`src/hdl/itoa_pkg.sv`:
```
// Shared types, constants and character helper for the integer to ASCII formatter.
package itoa_pkg;

  // format selector codes
  localparam logic [2:0] FMT_SDEC32 = 3'd0;
  localparam logic [2:0] FMT_UDEC32 = 3'd1;
  localparam logic [2:0] FMT_HEXL32 = 3'd2;
  localparam logic [2:0] FMT_HEXU32 = 3'd3;
  localparam logic [2:0] FMT_HEXL64 = 3'd4;

  localparam int CMD_W      = 3;
  localparam int VAL_W      = 64;
  localparam int BIN_W      = 32;               // decimal formats work on 32 bits
  localparam int BCD_DIGITS = 10;               // enough for 4294967295
  localparam int BCD_W      = 4 * BCD_DIGITS;
  localparam int SH_W       = BCD_W + BIN_W;
  localparam int CNT_W      = $clog2(BIN_W);
  localparam int NDIG       = VAL_W / 4;        // nibble slots in the digit register
  localparam int NDIG_W     = $clog2(NDIG) + 1;
  localparam int CHAR_W     = 7;

  localparam logic [CHAR_W-1:0] CHAR_ZERO  = 7'h30;
  localparam logic [CHAR_W-1:0] CHAR_LOWA  = 7'h61;
  localparam logic [CHAR_W-1:0] CHAR_UPA   = 7'h41;
  localparam logic [CHAR_W-1:0] CHAR_MINUS = 7'h2d;

  typedef enum logic [2:0] {
    ST_IDLE,
    ST_CONV,
    ST_STRIP,
    ST_SIGN,
    ST_EMIT
  } state_t;

  // controller -> datapath
  typedef struct packed {
    logic load;
    logic dd_step;
    logic strip;
    logic emit_shift;
    logic sel_sign;
  } ctrl_cmd_t;

  // datapath -> controller
  typedef struct packed {
    logic acc_bad;    // selector on the input port is unused
    logic acc_dec;    // selector on the input port is a decimal format
    logic dd_last;    // final shift-add step
    logic top_nz;     // leading nibble is non-zero
    logic ndig_one;   // one digit left
    logic neg;        // minus sign to be sent
  } dp_status_t;

  function automatic logic [CHAR_W-1:0] hex_char(input logic [3:0] nib, input logic upper);
    logic [CHAR_W-1:0] n7;
    n7 = {3'b000, nib};
    if (nib < 4'd10) begin
      hex_char = CHAR_ZERO + n7;
    end else if (upper) begin
      hex_char = CHAR_UPA + n7 - 7'd10;
    end else begin
      hex_char = CHAR_LOWA + n7 - 7'd10;
    end
  endfunction

endpackage

```
`src/hdl/itoa_ctrl.sv`:
```
// Sequencing state machine for the integer to ASCII formatter.
module itoa_ctrl (
  input  logic                 clk,
  input  logic                 rst_n,
  input  logic                 in_tvalid,
  output logic                 in_tready,
  output logic                 out_tvalid,
  input  logic                 out_tready,
  input  itoa_pkg::dp_status_t sts,
  output itoa_pkg::ctrl_cmd_t  cmd
);

  itoa_pkg::state_t state_r, state_nxt;
  logic strip_done;

  assign strip_done = sts.top_nz || sts.ndig_one;

  always_ff @(posedge clk) begin
    if (!rst_n) begin
      state_r <= itoa_pkg::ST_IDLE;
    end else begin
      state_r <= state_nxt;
    end
  end

  always_comb begin
    state_nxt = state_r;
    case (state_r)
      itoa_pkg::ST_IDLE: begin
        if (in_tvalid) begin
          if (sts.acc_bad) begin
            state_nxt = itoa_pkg::ST_IDLE;
          end else if (sts.acc_dec) begin
            state_nxt = itoa_pkg::ST_CONV;
          end else begin
            state_nxt = itoa_pkg::ST_STRIP;
          end
        end
      end
      itoa_pkg::ST_CONV: begin
        if (sts.dd_last) begin
          state_nxt = itoa_pkg::ST_STRIP;
        end
      end
      itoa_pkg::ST_STRIP: begin
        if (strip_done) begin
          state_nxt = sts.neg ? itoa_pkg::ST_SIGN : itoa_pkg::ST_EMIT;
        end
      end
      itoa_pkg::ST_SIGN: begin
        if (out_tready) begin
          state_nxt = itoa_pkg::ST_EMIT;
        end
      end
      itoa_pkg::ST_EMIT: begin
        if (out_tready && sts.ndig_one) begin
          state_nxt = itoa_pkg::ST_IDLE;
        end
      end
      default: state_nxt = itoa_pkg::ST_IDLE;
    endcase
  end

  always_comb begin
    in_tready      = 1'b0;
    out_tvalid     = 1'b0;
    cmd            = '0;
    case (state_r)
      itoa_pkg::ST_IDLE: begin
        in_tready = 1'b1;
        cmd.load  = in_tvalid;
      end
      itoa_pkg::ST_CONV: begin
        cmd.dd_step = 1'b1;
      end
      itoa_pkg::ST_STRIP: begin
        cmd.strip = !strip_done;
      end
      itoa_pkg::ST_SIGN: begin
        out_tvalid   = 1'b1;
        cmd.sel_sign = 1'b1;
      end
      itoa_pkg::ST_EMIT: begin
        out_tvalid     = 1'b1;
        cmd.emit_shift = out_tready;
      end
      default: begin
        in_tready = 1'b0;
      end
    endcase
  end

endmodule

```
`src/hdl/itoa_dp.sv`:
```
// Datapath: shift-add binary to BCD, digit register, leading zero strip, character map.
module itoa_dp (
  input  logic                                clk,
  input  logic [itoa_pkg::CMD_W-1:0]          in_cmd,
  input  logic [itoa_pkg::VAL_W-1:0]          in_value,
  input  itoa_pkg::ctrl_cmd_t                 cmd,
  output itoa_pkg::dp_status_t                sts,
  output logic [itoa_pkg::CHAR_W-1:0]         char_code,
  output logic                                last_char
);

  logic [itoa_pkg::SH_W-1:0]   sh_r, sh_nxt, sh_adj;
  logic [itoa_pkg::CNT_W-1:0]  cnt_r, cnt_nxt;
  logic [itoa_pkg::VAL_W-1:0]  dig_r, dig_nxt;
  logic [itoa_pkg::NDIG_W-1:0] ndig_r, ndig_nxt;
  logic                        neg_r, neg_nxt;
  logic                        upper_r, upper_nxt;
  logic [itoa_pkg::BIN_W-1:0]  lo, mag;
  logic                        in_neg, dd_last;

  assign lo      = in_value[itoa_pkg::BIN_W-1:0];
  assign in_neg  = (in_cmd == itoa_pkg::FMT_SDEC32) && lo[itoa_pkg::BIN_W-1];
  assign mag     = in_neg ? (~lo + 1'b1) : lo;
  assign dd_last = (cnt_r == itoa_pkg::CNT_W'(itoa_pkg::BIN_W - 1));

  // add 3 to every BCD digit of 5 or more, then shift in the next binary bit
  always_comb begin
    sh_adj = sh_r;
    for (int d = 0; d < itoa_pkg::BCD_DIGITS; d++) begin
      if (sh_r[itoa_pkg::BIN_W + 4*d +: 4] >= 4'd5) begin
        sh_adj[itoa_pkg::BIN_W + 4*d +: 4] = sh_r[itoa_pkg::BIN_W + 4*d +: 4] + 4'd3;
      end
    end
  end

  always_comb begin
    sh_nxt    = sh_r;
    cnt_nxt   = cnt_r;
    dig_nxt   = dig_r;
    ndig_nxt  = ndig_r;
    neg_nxt   = neg_r;
    upper_nxt = upper_r;
    if (cmd.load) begin
      neg_nxt   = in_neg;
      upper_nxt = (in_cmd == itoa_pkg::FMT_HEXU32);
      sh_nxt    = {{itoa_pkg::BCD_W{1'b0}}, mag};
      cnt_nxt   = '0;
      ndig_nxt  = itoa_pkg::NDIG_W'(itoa_pkg::NDIG);
      if (in_cmd == itoa_pkg::FMT_HEXL64) begin
        dig_nxt = in_value;
      end else begin
        dig_nxt = {{(itoa_pkg::VAL_W - itoa_pkg::BIN_W){1'b0}}, lo};
      end
    end else if (cmd.dd_step) begin
      sh_nxt  = {sh_adj[itoa_pkg::SH_W-2:0], 1'b0};
      cnt_nxt = cnt_r + 1'b1;
      if (dd_last) begin
        dig_nxt = {{(itoa_pkg::VAL_W - itoa_pkg::BCD_W){1'b0}},
                   sh_nxt[itoa_pkg::SH_W-1:itoa_pkg::BIN_W]};
      end
    end else if (cmd.strip || cmd.emit_shift) begin
      dig_nxt  = {dig_r[itoa_pkg::VAL_W-5:0], 4'h0};
      ndig_nxt = ndig_r - 1'b1;
    end
  end

  always_ff @(posedge clk) begin
    sh_r    <= sh_nxt;
    cnt_r   <= cnt_nxt;
    dig_r   <= dig_nxt;
    ndig_r  <= ndig_nxt;
    neg_r   <= neg_nxt;
    upper_r <= upper_nxt;
  end

  assign sts.acc_bad  = (in_cmd > itoa_pkg::FMT_HEXL64);
  assign sts.acc_dec  = (in_cmd == itoa_pkg::FMT_SDEC32) || (in_cmd == itoa_pkg::FMT_UDEC32);
  assign sts.dd_last  = dd_last;
  assign sts.top_nz   = (dig_r[itoa_pkg::VAL_W-1 -: 4] != 4'h0);
  assign sts.ndig_one = (ndig_r == itoa_pkg::NDIG_W'(1));
  assign sts.neg      = neg_r;

  assign char_code = cmd.sel_sign ? itoa_pkg::CHAR_MINUS
                                  : itoa_pkg::hex_char(dig_r[itoa_pkg::VAL_W-1 -: 4], upper_r);
  assign last_char = !cmd.sel_sign && (ndig_r == itoa_pkg::NDIG_W'(1));

endmodule

```
`src/hdl/integer_to_ascii_formatter.sv`:
```
// Top level of the integer to ASCII formatter.
//
// Usage: one number enters on the in_ channel (value in in_tdata, format in in_tuser)
// and leaves as ASCII text on the out_ channel, one character per item, most
// significant digit first, no leading zeros; out_tlast marks the final character.
// Formats: 0 signed dec32, 1 unsigned dec32, 2 hex lower32, 3 hex upper32,
// 4 hex lower64. Selectors 5 to 7 are taken and give no output.
// One number is worked on at a time; in_tready is high only while idle.
// Decimal formats first pass through the shift-add BCD converter, then drop up
// to 15 leading zero nibbles, one nibble a cycle, and then find the leading
// digit; hex formats go straight to the zero strip. Characters then follow one
// per cycle while out_tready is high, a minus sign first where one is due.
// A stall on out_tready holds the current character and its tlast steady.
// Reset returns the controller to idle; any text in progress is dropped.
module integer_to_ascii_formatter (
  input  logic        clk,
  input  logic        rst_n,
  input  logic        in_tvalid,
  output logic        in_tready,
  input  logic [63:0] in_tdata,   // [63:0] value
  input  logic [2:0]  in_tuser,   // [2:0] cmd
  output logic        out_tvalid,
  input  logic        out_tready,
  output logic [7:0]  out_tdata,  // [6:0] char_code, [7] zero
  output logic        out_tlast   // last_char
);

  itoa_pkg::ctrl_cmd_t               cmd;
  itoa_pkg::dp_status_t              sts;
  logic [itoa_pkg::CHAR_W-1:0]       char_code;

  itoa_ctrl u_ctrl (
    .clk        (clk),
    .rst_n      (rst_n),
    .in_tvalid  (in_tvalid),
    .in_tready  (in_tready),
    .out_tvalid (out_tvalid),
    .out_tready (out_tready),
    .sts        (sts),
    .cmd        (cmd)
  );

  itoa_dp u_dp (
    .clk       (clk),
    .in_cmd    (in_tuser),
    .in_value  (in_tdata),
    .cmd       (cmd),
    .sts       (sts),
    .char_code (char_code),
    .last_char (out_tlast)
  );

  assign out_tdata = {1'b0, char_code};

endmodule

```
`config.mk`:
```
export PLATFORM = sky130hd
export DESIGN_NAME = integer_to_ascii_formatter
export DESIGN_NICKNAME = d
export VERILOG_FILES = /design/src/hdl/itoa_pkg.sv /design/src/hdl/itoa_ctrl.sv /design/src/hdl/itoa_dp.sv /design/src/hdl/integer_to_ascii_formatter.sv
export SDC_FILE = /design/constraint.sdc
export NUM_CORES = 1
export LEC_CHECK = 0
export BUFFER_PORTS_ARGS = -buffer_cell sky130_fd_sc_hd__buf_2
export CAP_MARGIN = 20
export CORE_MARGIN = 5
export CORE_UTILIZATION = 59
export CTS_BUF_LIST = sky130_fd_sc_hd__clkbuf_4
export DETAILED_ROUTE_END_ITERATION = 12
export HOLD_SLACK_MARGIN = 0.03
export PLACE_DENSITY_LB_ADDON = 0.15
export SLEW_MARGIN = 10
export SYNTH_ARGS = -nofsm -noshare
export SYNTH_HDL_FRONTEND = slang
export SYNTH_HIERARCHICAL = 1
export SYNTH_SLANG_ARGS = --single-unit
```
`constraint.sdc`:
```
create_clock -name clk -period 4 [get_ports clk]
set_clock_uncertainty 0.15 [all_clocks]
set_input_delay 0.6 -clock clk [delete_from_list [all_inputs] [get_ports clk]]
set_output_delay 0.6 -clock clk [all_outputs]
set_load 0.03 [all_outputs]
```
-- After elaboration in Yosys (flattened, before gate mapping)
Index checks and enable logic that the tools add are counted.
- bits in registers: 151
- bits of input ports: 71
- output and inout port bits: 11
- add/sub/neg operators: 18
- order comparisons: 12
- eq/ne operators: 15
- mux-type cells: 37
- bitwise gates (word level): 2
- reductions and logical operators: 17
- operators with widths (operator ; number):
    two-way mux 64 bit ; 5
    two-way mux 32 bit ; 3
    greater-or-equal comparator 4 x 3 -> 1 bit, second input constant ; 10
    adder 4 x 2 -> 4 bit, second input constant ; 9
    two-way mux 4 bit ; 9
    adder 32 x 1 -> 32 bit, second input constant ; 1
    NOT 32 bit ; 1
    two-way mux 3 bit ; 8
    two-way mux 7 bit ; 3
    case mux 3 bit (5 select lines) ; 1
    subtractor 7 x 4 -> 7 bit, second input constant ; 2
    == test 3 x 2 -> 1 bit, second input constant ; 3
    adder 6 x 4 -> 7 bit, first input constant ; 1
    adder 6 x 5 -> 7 bit, first input constant ; 1
    adder 7 x 4 -> 7 bit, first input constant ; 1
    two-way mux 1 bit ; 7
    == test 3 x 1 -> 1 bit, second input constant ; 2
    == test 3 bit, second input constant ; 2
    logical NOT 3 bit ; 2
    != test 2 x 1 -> 1 bit, second input constant ; 3
    adder 5 x 1 -> 5 bit, second input constant ; 1
    == test 5 x 1 -> 1 bit, second input constant ; 1
    == test 5 bit, second input constant ; 1
    AND reduction 5 bit ; 1
    16 further kinds ; 23

-- Longest topological paths before layout
- depth in word-level cells: 8
- depth in mapped cells: 10
- depth with buffers taken out: 10

-- By module
Netlist, hierarchy kept.
- modules (own cells, without submodules) (module ; instances ; cells each ; area each (um^2) ; seq. area each (um^2)):
    itoa_dp ; 1 ; 799 ; 7812.5 ; 3943.8
    itoa_ctrl ; 1 ; 38 ; 302.8 ; 60.1
    integer_to_ascii_formatter ; 1 ; 2 ; 11.3 ; 0.0

-- Worst setup path before layout
No wires, ideal clock.
- path type: register -> register
- start point: register u_ctrl.state_r[2]
- end point: register u_dp/dig_r[0] (netlist name) (enable)
- setup time: 0.421 ns
- data arrival time: 3.482 ns
- slack: -0.053 ns
- stages on the path, launching flop included: 7
- path buffers: 3
- cell sequence: dfxtp_1 > buf_2 > nor3_1 > and2_1 > clkbuf_1 > clkbuf_1 > a211o_1
- RTL lines (what ; RTL line ; RTL):
    start: declaration ; itoa_ctrl.sv:13 ; itoa_pkg::state_t state_r, state_nxt;
    start signal: assignment ; itoa_ctrl.sv:20 ; state_r <= itoa_pkg::ST_IDLE;
    start signal: assignment ; itoa_ctrl.sv:22 ; state_r <= state_nxt;
    end signal: assignment ; itoa_dp.sv:70 ; dig_r <= dig_nxt;
    end: declaration ; itoa_dp.sv:14 ; logic [itoa_pkg::VAL_W-1:0] dig_r, dig_nxt;

==> impl_metrics.py <==
metrics = {
    "status": {
        "status": "finished clean",
    },
    "synthesis": {
        "ys_seq_area_share_pct": 49.3,
        "yosysWarnings": 6,
        "async_flop_share_pct": 0,
        "synthesis.nets": 937,
        "synth_edf_count": 98,
        "synth_area_um2": 8130,
        "synthCells": 839,
        "synth_top_flop_cell": "edfxtp_1",
        "post_synth_num_cell_types": 62,
        "synth-seq-cells": 151,
        "synth_area_per_cell_um2": 9.69,
    },
    "grt": {
        "antenna_found_initial": 0,
        "grt_pass1_wl_um": 31000,
        "grt_overflow_total": 0,
        "grtUsageTotal_pct": 23.7,
        "grt_max_degree": 153,
        "grt_pass1_vias": 6441,
    },
    "routing": {
        "wire_per_inst_um": 17.4,
        "top_layer": "met4",
        "ant_nets": 0,
        "dr_wl_met3_um": 1260,
        "viasPerCell": 5.97,
        "drt_iter0_drc": 572,
        "drc": 0,
        "drt_first_pass_iters": 7,
        "dr_wl_met2_um": 9550,
        "routed_wl_um": 18900,
        "num_vias": 6476,
        "wl_met1_um": 7570,
    },
    "sta": {
        "hold_viol_final": 0,
        "tns_ns": 0,
        "max_slew.worst_pin.slew_ns": 0.824,
        "rsz0062_at_grt": "no",
        "setup_violations": 0,
        "slew_headroom_pct": 45.0,
        "finalWorstSetupSlack_ns": 0.790,
        "fin_crit_sh_pct": 80.3,
        "max_freq_ghz": 0.312,
        "fin_crit_ns": 3.21,
        "holdWs_ns": 0.197,
        "maxSlewViolCount": 0,
    },
    "hold_path": {
        "hold-path-cell-count": 2,
        "holdPathEnd": "u_dp/dig_r[57]",
        "hp-start": "in_tdata[57]",
        "min_path_type": "input port to flip-flop",
    },
    "clocking": {
        "insertion_delay_ns": 0.53,
        "cts_resized": 0,
        "hold_buffers": 0,
        "cts_buffer_depth": 2,
        "cts_buffers": 17,
        "root_buffer": "clkbuf_4",
        "clk_pin_slew_ns": 0.12,
        "cts_tree": "done",
        "cts_num_sinks": 151,
        "htree_levels": 4,
        "postCtsSetupRepairBufs": 0,
    },
    "cells_and_area": {
        "design_area_um2": 8930,
        "finish.utilization_pct": 66.7,
        "fillers": 1088,
        "drive_above_1_share_pct": 15.3,
        "antenna_cells": 0,
        "mostFrequentLayoutCell": "edfxtp_1",
        "syn2layout_area_growth_pct": 9.92,
        "mostFrequentLayoutCells": "edfxtp_1, nor2_1, nand2_1",
        "fin_nets": 994,
        "finalNonFillerCells": 1085,
    },
    "placed_design": {
        "port_buffers": 80,
        "globalplace.congestion": 0.916,
        "placed_area_um2": 8630,
        "dp_hpwl_um": 13100,
        "place_ws_ns": 0.823,
        "dp_cells": 1053,
    },
    "setup_path": {
        "end_kind": "flip-flop",
        "r2r-end": "u_dp/dig_r[23]",
        "cp_slowest_cell": "a211o_2",
        "critPathArrivalTime_ns": 3.30,
        "worstPathCellList": "inv_1 > ha_1 > nor4b_1 > nor4b_2 > and2b_2 > nor2_1 > nor2_1 > a211o_2 > buf_12",
        "required_ns": 4.09,
        "r2r.worst_path.cells": 9,
        "worstSetupStartpointType": "flip-flop",
        "criticalPathCategory": "flip-flop to flip-flop",
        "critPathMaxFanout": 33,
        "critPathMostFrequentCell": "nor2_1",
        "timing.rr.start": "u_dp/ndig_r[1]",
        "cpPeakStageDelay_ns": 0.66,
        "regToRegSetupSlack_ns": 0.79,
    },
    "floorplan": {
        "start_util_pct": 60.6,
        "die_h_um": 127,
        "coreArea_um2": 13400,
        "die-area_um2": 16200,
        "std_cell_rows": 42,
        "die_width_um": 127,
        "io_pins": 82,
    },
    "run": {
        "drv_cap": 0,
    },
    "power": {
        "power.density_nw_per_um2": 605,
        "peakVddDrop_mv": 0.280,
        "cellLeakagePower_nw": 3.31,
        "finalPower_mw": 5.40,
    },
}
## report_power, final
group / leakage (nW) / internal (mW) / switching [mW]
logic: 1.79 / 0.629 / 1.13
registers: 1.38 / 2.44 / 0.225
clock network: 0.142 / 0.441 / 0.537
## cell type report
cell class              instances  area (um2)  share of cell area (%)
flip-flops and latches        151        4000                    44.8
multi-input cells             607        3810                    42.7
repair buffers                 87         478                    5.35
well taps                     176         220                    2.47
clock inverters                13         156                    1.75
clock buffers                  19         143                    1.60
inverters                      32         120                    1.34
## worst max-delay path: cells and delay by family (launching register included)
family / cells / cell delay [ns]
buffers and inverters: 2 / 0.38
and+or+nand+nor: 5 / 1.13
AOI/OAI and AO/OA: 1 / 0.66
DFF: 1 / 0.38
adders and majority gates: 1 / 0.19
## worst max path at each step
| stage | from | to | cells after the start |
|---|---|---|---|
| 6_report | u_dp/ndig_r[1] | u_dp/dig_r[23] | 9 |
| 2_1_floorplan | u_ctrl/state_r[2] | u_dp/sh_r[0] | 8 |
| 5_1_grt | u_dp/ndig_r[1] | u_dp/dig_r[9] | 9 |
| 3_5_place_dp | u_dp/ndig_r[1] | u_dp/dig_r[6] | 9 |
| 4_1_cts | u_dp/ndig_r[1] | u_dp/dig_r[30] | 9 |
| 3_3_place_gp | in_tuser[0] | u_dp/sh_r[9] | 7 |
## routing by layer
metal	GRT usage, %	vias to the layer above
met5	0	-
met1	28.8	3078
met3	5.72	38
met4	9.21	0
li1	-	3122
met2	40.8	238
## flip-flops by register name, summed over array words and instances, names as in the netlist
register and flops:
u_dp/sh_r 72, u_dp/dig_r 64, u_dp/cnt_r 5, u_dp/ndig_r 5, u_ctrl/state_r 3, u_dp/neg_r 1, u_dp/upper_r 1
## cell usage after synthesis, types with 2 or more instances
cell type / n / area share, %
nor4_1: 4 / 0.31
inv_1: 32 / 1.5
a21o_1: 12 / 1.1
nand4_1: 2 / 0.15
or4_1: 2 / 0.18
o31ai_1: 7 / 0.65
buf_1: 10 / 0.46
clkbuf_1: 29 / 1.3
nor2_1: 86 / 4.0
xor2_1: 36 / 3.9
mux2i_1: 22 / 2.7
buf_4: 4 / 0.37
a31oi_1: 3 / 0.23
and2b_2: 2 / 0.22
a221o_1: 9 / 1.1
a22o_1: 26 / 2.8
dfxtp_1: 53 / 13
xnor2_1: 19 / 2.0
mux2_2: 2 / 0.28
nand2b_1: 12 / 0.92
and2_1: 10 / 0.77
nand4b_1: 2 / 0.22
ha_1: 27 / 4.2
nor4b_1: 2 / 0.22
nand3_1: 21 / 1.3
o21ai_0: 67 / 4.1
edfxtp_1: 98 / 36
a22oi_1: 4 / 0.37
nor2b_1: 10 / 0.77
nor3_1: 16 / 0.99
nand2_1: 84 / 3.9
a21oi_1: 80 / 4.9
o41ai_1: 8 / 0.86
buf_2: 5 / 0.31
a211oi_1: 2 / 0.18
nor3b_1: 4 / 0.37
and3_1: 2 / 0.15
## kinds of logic (layout without fill, tap and decap cells)
logic type,Yosys count,count (layout),synth area share (%)
other,1,1,0.0461
multiplexers,25,25,3.16
AO/OA/AOI/OAI,226,226,17.3
buffers and inverters,81,151,4.10
adder cells (fa/ha/maj),27,27,4.16
XOR/XNOR,55,55,5.93
AND/OR/NAND/NOR,273,273,16.1
flip-flops,151,151,49.3
(Power assumes the default switching activity.)
